<file path="src/hw/rtl/atsc_pkg.sv">
`default_nettype none

package atsc_pkg;

    localparam int unsigned WORD_W    = 32;
    localparam int unsigned ROOT_BITS = 20;

    localparam logic [15:0] NINE_TENTHS_Q = 16'd58982;
    localparam logic [17:0] FACTOR_LOW_Q  = 18'd6554;
    localparam logic [17:0] FACTOR_HIGH_Q = 18'd131072;

    localparam logic [31:0] STEP_MIN_RESET = 32'd1;
    localparam logic [31:0] STEP_MAX_RESET = 32'd65536;
    localparam logic [31:0] SAFETY_RESET   = 32'd32768;

    typedef enum logic [1:0] {
        CFG_STEP_MIN = 2'd0,
        CFG_STEP_MAX = 2'd1,
        CFG_SAFETY   = 2'd2
    } cfg_index_t;

    // Control and side data that travels alongside every pipeline stage.
    typedef struct packed {
        logic        valid;
        logic        mode;
        logic        zero;
        logic [31:0] cur;
    } side_t;

    typedef struct packed {
        logic [31:0] step_minimum;
        logic [31:0] step_maximum;
    } bounds_t;

endpackage

`default_nettype wire

</file>
<file path="src/hw/rtl/atsc_post.sv">
`default_nettype none

module atsc_post (
    input  wire logic              clk,
    input  wire logic              rst_n,
    input  wire logic              en,
    input  wire atsc_pkg::bounds_t bounds,
    input  wire atsc_pkg::side_t   side_in,
    input  wire logic [31:0]       q_in,
    input  wire logic [19:0]       root,
    output logic                   out_valid,
    output logic [31:0]            new_step
);

    function automatic logic [31:0] clamp_step(input logic [31:0] x,
                                               input logic [31:0] lo,
                                               input logic [31:0] hi);
        logic [31:0] y;
        y = (x < lo) ? lo : x;
        return (y > hi) ? hi : y;
    endfunction

    atsc_pkg::side_t s1_side_reg;
    logic [31:0]     s1_q_reg;
    logic [35:0]     s1_f_reg;
    atsc_pkg::side_t s2_side_reg;
    logic [31:0]     s2_q_reg;
    logic [49:0]     s2_prod_reg;
    logic            out_valid_reg;
    logic [31:0]     new_step_reg;

    logic [19:0]     f_raw;
    logic [17:0]     f_clamped;
    logic [49:0]     prod_next;
    logic [33:0]     p_shift;
    logic [31:0]     p_sat;
    logic [32:0]     doubled;
    logic [31:0]     new_step_next;

    always_comb
    begin
        f_raw     = s1_f_reg[35:16];
        if (f_raw < 20'(atsc_pkg::FACTOR_LOW_Q))
        begin
            f_clamped = atsc_pkg::FACTOR_LOW_Q;
        end
        else if (f_raw > 20'(atsc_pkg::FACTOR_HIGH_Q))
        begin
            f_clamped = atsc_pkg::FACTOR_HIGH_Q;
        end
        else
        begin
            f_clamped = f_raw[17:0];
        end
        prod_next = 50'(f_clamped) * 50'(s1_side_reg.cur);
    end

    always_comb
    begin
        p_shift = s2_prod_reg[49:16];
        p_sat   = (p_shift[33:32] != 2'b00) ? '1 : p_shift[31:0];
        doubled = {s2_side_reg.cur, 1'b0};
        if (!s2_side_reg.mode)
        begin
            new_step_next = s2_side_reg.zero ? bounds.step_maximum
                          : clamp_step(s2_q_reg, bounds.step_minimum, bounds.step_maximum);
        end
        else if (s2_side_reg.zero)
        begin
            new_step_next = (doubled < {1'b0, bounds.step_maximum}) ? doubled[31:0]
                          : bounds.step_maximum;
        end
        else
        begin
            new_step_next = clamp_step(p_sat, bounds.step_minimum, bounds.step_maximum);
        end
    end

    always_ff @(posedge clk or negedge rst_n)
    begin
        if (!rst_n)
        begin
            s1_side_reg   <= '0;
            s2_side_reg   <= '0;
            out_valid_reg <= 1'b0;
        end
        else if (en)
        begin
            s1_side_reg   <= side_in;
            s2_side_reg   <= s1_side_reg;
            out_valid_reg <= s2_side_reg.valid;
        end
    end

    always_ff @(posedge clk)
    begin
        if (en)
        begin
            s1_q_reg     <= q_in;
            s1_f_reg     <= 36'(root) * 36'(atsc_pkg::NINE_TENTHS_Q);
            s2_q_reg     <= s1_q_reg;
            s2_prod_reg  <= prod_next;
            new_step_reg <= new_step_next;
        end
    end

    assign out_valid = out_valid_reg;
    assign new_step  = new_step_reg;

endmodule

`default_nettype wire

</file>
<file path="config.mk">
export PLATFORM = sky130hd
export DESIGN_NAME = atsc_post
export DESIGN_NICKNAME = d
export VERILOG_FILES = /design/src/hw/rtl/atsc_pkg.sv /design/src/hw/rtl/atsc_post.sv
export SDC_FILE = /design/constraint.sdc
export NUM_CORES = 2
export LEC_CHECK = 0
export ABC_AREA = 1
export BUFFER_PORTS_ARGS = -buffer_cell sky130_fd_sc_hd__buf_4
export CAP_MARGIN = 15
export CORE_MARGIN = 2
export CORE_UTILIZATION = 59
export CTS_CLUSTER_DIAMETER = 120
export CTS_CLUSTER_SIZE = 24
export DETAILED_ROUTE_END_ITERATION = 10
export PLACE_DENSITY = 0.8
export SLEW_MARGIN = 0
export SYNTH_ARGS = -nofsm -noshare
export SYNTH_HDL_FRONTEND = slang
export SYNTH_SLANG_ARGS = --single-unit
</file>
<file path="constraint.sdc">
create_clock -name clk -period 6.35 [get_ports clk]
set_input_delay 1.27 -clock clk [delete_from_list [all_inputs] [get_ports clk]]
set_output_delay 1.27 -clock clk [all_outputs]
set_load 0.01 [all_outputs]
</file>
Yosys cells after proc, flatten, opt, wreduce, memory -nomap -nowiden
Cells that the tools add are included.

cells by class
  order comparisons = 7
  divide/modulo/power cells = 0
  shift operators = 0
  muxes and demuxes = 11
  equality and inequality tests = 0
  reduce and logical (&&, ||, !) cells = 1
  multipliers = 2
  bitwise logic cells = 0
  $add $sub $neg = 0

operators with widths
  kind                      number
  $mux W32                  9
  $gt A32 B32 Y1            2
  $lt A32 B32 Y1            2
  $mul A18 B32 Y50          1
  $mux W18                  2
  $mul A20 B15 Y35 const B  1
  $lt A33 B32 Y1            1
  $gt A20 B18 Y1 const B    1
  $lt A20 B13 Y1 const B    1
  $reduce_bool A2 Y1        1

storage, ports and cells
  bits in latches = 0
  memory bits (writable) = 0
  memories kept = 0
  ROM bits = 0
  bits in registers = 252
  bits of input ports = 154
  word-level logic and storage cells = 35
  output and inout bits = 33

Logic depth before layout (Yosys ltp)
  depth in word-level cells = 8
  gate-level depth with buffers = 35

Worst setup path before layout
OpenSTA, ideal clock, no wires.

  path type = flip-flop to flip-flop
  from = reg s1_f_reg[18]
  to = reg s2_prod_reg[36] (data pin)
  data arrival time = 6.340 ns
  path slack = -0.248 ns
  buffers on the path = 2
  cell stages (with the launch flop) = 29
  clock period less this slack = 6.598 ns
  setup time = 0.258 ns
  path through = edfxtp_1 > or2_1 > nor4b_2 > nand4_1 > nand2_1 > buf_6 > nand2_1 > nand2_2 > buf_2 > nand2_1 > fa_1 > fa_1 > fa_1 > inv_1 > fa_1 > fa_1 > inv_1 > fa_1 > inv_1 > ha_1 > a21oi_1 > o21a_1 > o21ai_0 > inv_1 > nand2_1 > a21oi_1 > o21ai_0 > a21oi_1 > xnor2_1

between the ends
  cells in the longest elaborated chain, start to end = 4
  elaborated cells on any way between the ends = 5

RTL lines
  element                 line              text
  from (decl)             atsc_post.sv:25   logic [35:0] s1_f_reg;
  from (signal assigned)  atsc_post.sv:100  s1_f_reg <= 36'(root) * 36'(atsc_pkg::NINE_TENTHS_Q);
  $gt A20 B18 Y1          atsc_post.sv:47   else if (f_raw > 20'(atsc_pkg::FACTOR_HIGH_Q))
  $mux W18                atsc_post.sv:47
  $mux W18 (*)            atsc_post.sv:43   if (f_raw < 20'(atsc_pkg::FACTOR_LOW_Q))
  $mul A18 B32 Y50 (*)    atsc_post.sv:55   prod_next = 50'(f_clamped) * 50'(s1_side_reg.cur);
  via prod_next[36]       atsc_post.sv:34   logic [49:0] prod_next;
  to (signal assigned)    atsc_post.sv:102  s2_prod_reg <= prod_next;
  to (decl)               atsc_post.sv:28   logic [49:0] s2_prod_reg;

Mark *: on every way through the listed nets, which the timed path passes. The rest lies on a longest branch.
A chain may end at the register's enable or synchronous reset.

Final worst setup path
  from = reg s1_f_reg[30]
  to = reg s2_prod_reg[38] (data pin)

The elaborated chain is that of the path after synthesis.

==> flow_summary.rst <==
.. list-table::
   :header-rows: 1

   * - Metric
     - Value
   * - First-pass GRT wire length
     - 183000 um
   * - Clock slew at the register clock pins of the worst setup and hold paths
     - 100 ps
   * - Number of distinct standard cells referenced by the synthesized netlist
     - 49
   * - Share of post-route cells with drive strength above 1
     - 18.5%
   * - Max_slew headroom
     - 43.2%
   * - Root buf cell
     - sky130_fd_sc_hd__clkbuf_16
   * - PD cells
     - 588 mW/mm^2
   * - Number of setup violations in the final report
     - 34
   * - Required time of the worst setup path
     - 6660 ps
   * - Detailed Routing Iterations Pass 1
     - 6
   * - Critical Path Source Type
     - flop
   * - Final core utilization
     - 70.9%
   * - Tot GR Track Use
     - 35.5%
   * - Worst-Margin Slew
     - 851 ps
   * - Clock tree from TritonCTS
     - done
   * - Chip height
     - 257 um
   * - Placed Instance Area
     - 0.0421 mm^2
   * - Maximum number of buffers from clock root to sink
     - 3
   * - Placed insts
     - 5818
   * - Data arrival, critical path
     - 7240 ps
   * - Status
     - finished, violations left
   * - Max FFs per register
     - 35
   * - Number of failing hold endpoints at the final stage
     - 0
   * - Tcrit/Tclk final
     - 109%
   * - R2R depth
     - 29
   * - Number of nets in the synthesized netlist
     - 5807
   * - Highest net fanout along the worst path
     - 8
   * - Cell area after technology mapping
     - 0.0378 mm^2
   * - Core Footprint
     - 0.0632 mm^2
   * - Slowest library cell on the worst path
     - sky130_fd_sc_hd__fa_1
   * - Per-instance average area after synthesis
     - 8.12 um^2
   * - Failing checks
     - negative setup slack
   * - Timing startpoint of the critical path
     - s1_f_reg[30]$_DFFE_PP_
   * - Largest net degree at the start of global routing
     - 123
   * - Placer's final routability congestion estimate
     - 0.980
   * - Setup tns final
     - -15540 ps
   * - Total clock buffers created by CTS
     - 16
   * - Maximum VDD drop
     - 0.000832 V
   * - Cell taking the most area after synthesis
     - sky130_fd_sc_hd__fa_1
   * - Non-filler instance count after layout
     - 5912
   * - Area growth from synthesis to final layout
     - 18.5%
   * - Most frequent cell on the critical path
     - sky130_fd_sc_hd__fa_1
   * - Timing-limited maximum frequency
     - 0.144 GHz
   * - Max-capacitance violation count
     - 0
   * - Initial antenna violation count
     - 1
   * - Post-synthesis async set-or-reset flop share
     - 32.1%
   * - Post-place setup slack
     - -674 ps
   * - Vias in the first global route
     - 34642
   * - DP HPWL
     - 91300 um
   * - CP peak stage delay
     - 610 ps
   * - Endpoint of the worst register-to-register path
     - s2_prod_reg[38]$_DFFE_PP_
   * - Antenna diode instance count
     - 0
   * - Final setup slack of the worst path
     - -576 ps
   * - Post-route standard cell area excluding fillers
     - 0.0448 mm^2
   * - Synth area leaders
     - sky130_fd_sc_hd__fa_1 (31%), sky130_fd_sc_hd__ha_1 (13%), sky130_fd_sc_hd__edfxtp_1 (12%)
   * - Leakage dissipation
     - 23.0 nW
   * - DRC violation count after routing
     - 0
   * - Post-layout minimum cycle time
     - 6930 ps
   * - Max Clock Skew
     - 29.5 ps
   * - Detailed-route vias per instance
     - 5.71
   * - Residual overflow from global routing
     - 0
   * - Site Rows
     - 92
   * - R2R setup slack
     - -580 ps
   * - Number of slew-limit violations in the final report
     - 0
   * - Count of clock tree sinks
     - 221
   * - Worst setup EP type
     - flop
   * - Post-synth top area share
     - 31.2%
   * - Worst skew pair latency
     - 560 ps
   * - Top-level I/O count
     - 187
   * - Residual antenna-violating net count after detailed routing
     - 0
   * - Yosys Warn Count
     - 0
   * - Gate count after technology mapping
     - 4659
   * - Unrepaired setup endpoints after global routing
     - yes
   * - Number of nets in the final layout
     - 6204
   * - Total number of H-tree levels
     - 1
   * - Commonest cells post-synth
     - sky130_fd_sc_hd__nand2_1 (1093), sky130_fd_sc_hd__inv_1 (1016), sky130_fd_sc_hd__fa_1 (589)
   * - Die Area
     - 0.0662 mm^2
   * - Worst slack on hold paths
     - 426 ps
   * - Most common cell in the netlist
     - sky130_fd_sc_hd__nand2_1
   * - Hold buffer count at cts
     - 0
   * - Quantity of I/O buffers inserted on ports
     - 186
   * - Type of the worst min-delay path
     - reg2reg
   * - Number of design-rule violations left by the first detailed-router iteration
     - 3608
   * - R2R Path Start
     - s1_f_reg[30]$_DFFE_PP_
   * - Number of enable-type register cells in the synthesized netlist
     - 150
   * - Capture point of the worst path
     - s2_prod_reg[38]$_DFFE_PP_
   * - Initial core utilization
     - 59.9%
   * - Power, Total
     - 26.3 mW
   * - Total detailed-routing wirelength
     - 120000 um
   * - Critical path type
     - reg2reg
   * - Average wire length per cell after detail routing
     - 20.3 um
   * - Sequential area share after synthesis
     - 16.6%
   * - Post-synth top flop
     - sky130_fd_sc_hd__edfxtp_1
   * - FF+latch count, synth
     - 221
   * - Die X-Extent
     - 257 um
   * - Total number of vias
     - 33736
## critical path, delay by kind of cell (launching register included)
family | cells | cell delay [ps]
AOI/OAI and AO/OA | 5 | 790
and+or+nand+nor | 6 | 970
adders and majority gates | 7 | 3340
xor gates and xnor gates | 1 | 130
buffers and inverters | 10 | 1080
DFF | 1 | 370
## area by class of cell
class,instances,area [um^2]
Inverter,1033,3920
Timing Repair Buffer,545,4690
Sequential cell,221,6280
Fill cell,4757,18400
Clock buffer,21,440
Multi-Input combinational cell,3239,28400
Tap cell,846,1060
Clock inverter,7,66.3
## metal layers
metal  vias up  track usage (%)  part of all wire [%]
li1      15034                -                     -
met2      1999             58.7                    47
met5         -                0                     0
met3       535             6.72                    10
met1     16168             44.4                    36
met4         0             18.7                   6.6
## placed cells by master, fill, tap and decap left out, types with 9 or more instances in the layout
master                         n
sky130_fd_sc_hd__o21ai_0     121
sky130_fd_sc_hd__fa_1        559
sky130_fd_sc_hd__xor2_1       30
sky130_fd_sc_hd__a21o_1       10
sky130_fd_sc_hd__nand2_2      45
sky130_fd_sc_hd__nor2_1      266
sky130_fd_sc_hd__nor2_2       60
sky130_fd_sc_hd__buf_4       491
sky130_fd_sc_hd__a21oi_1     170
sky130_fd_sc_hd__xnor2_1      19
sky130_fd_sc_hd__clkbuf_16    21
sky130_fd_sc_hd__dfrtp_1      70
sky130_fd_sc_hd__o21a_1       16
sky130_fd_sc_hd__o21bai_1      9
sky130_fd_sc_hd__nand2_1    1047
sky130_fd_sc_hd__inv_1       961
sky130_fd_sc_hd__edfxtp_1    150
sky130_fd_sc_hd__fa_2         30
sky130_fd_sc_hd__buf_6        13
sky130_fd_sc_hd__inv_2        59
sky130_fd_sc_hd__a21oi_2      28
sky130_fd_sc_hd__nand4_1      52
sky130_fd_sc_hd__a21oi_4      10
sky130_fd_sc_hd__ha_4         33
sky130_fd_sc_hd__o21ai_2      16
sky130_fd_sc_hd__nor2_4       21
sky130_fd_sc_hd__o21ai_1      20
sky130_fd_sc_hd__ha_1        372
sky130_fd_sc_hd__nor3_1       13
sky130_fd_sc_hd__nand3_1     197
sky130_fd_sc_hd__buf_12       31
## power by group
group	switching, mW	total [mW]	leakage [nW]	internal [mW]
registers	0.171	2.52	2.34	2.34
clock network	0.608	1.12	0.245	0.512
logic	13.2	22.7	20.4	9.54
## kinds of logic (layout without fill, tap and decap cells)
kind of cell,Yosys count,after routing,share of synthesized area [%]
xor+xnor,58,58,1.34
simple gates,1744,1744,18.8
compound gates,441,441,6.29
buf+inv,1199,1606,12.3
fa+ha+maj,994,994,44.6
mux,2,2,0.0595
flops,221,221,16.6
## worst min path at each step
| stage | slack [ps] | startpoint | depth (start not counted) | end |
|---|---|---|---|---|
| final | 430 | s1_q_reg[22]$_DFFE_PP_ | 0 | s2_q_reg[22]$_DFFE_PP_ |
| after global routing | 430 | s1_q_reg[22]$_DFFE_PP_ | 0 | s2_q_reg[22]$_DFFE_PP_ |
| after CTS | 430 | s1_q_reg[22]$_DFFE_PP_ | 0 | s2_q_reg[22]$_DFFE_PP_ |
| after detailed placement | 400 | s1_q_reg[0]$_DFFE_PP_ | 0 | s2_q_reg[0]$_DFFE_PP_ |
| after global placement | 400 | s1_q_reg[17]$_DFFE_PP_ | 0 | s2_q_reg[17]$_DFFE_PP_ |
| after floorplan | 400 | s1_q_reg[0]$_DFFE_PP_ | 0 | s2_q_reg[0]$_DFFE_PP_ |
## timing repair
| action | CTS | global route |
|---|---|---|
| cloned | 4 | 4 |
| endpoints found under the setup margin | 34 | 34 |
| resized for setup | 197 | 227 |
| pin swaps | 62 | 89 |
| setup buffers | 34 | 25 |
(Power assumes the default switching activity.)
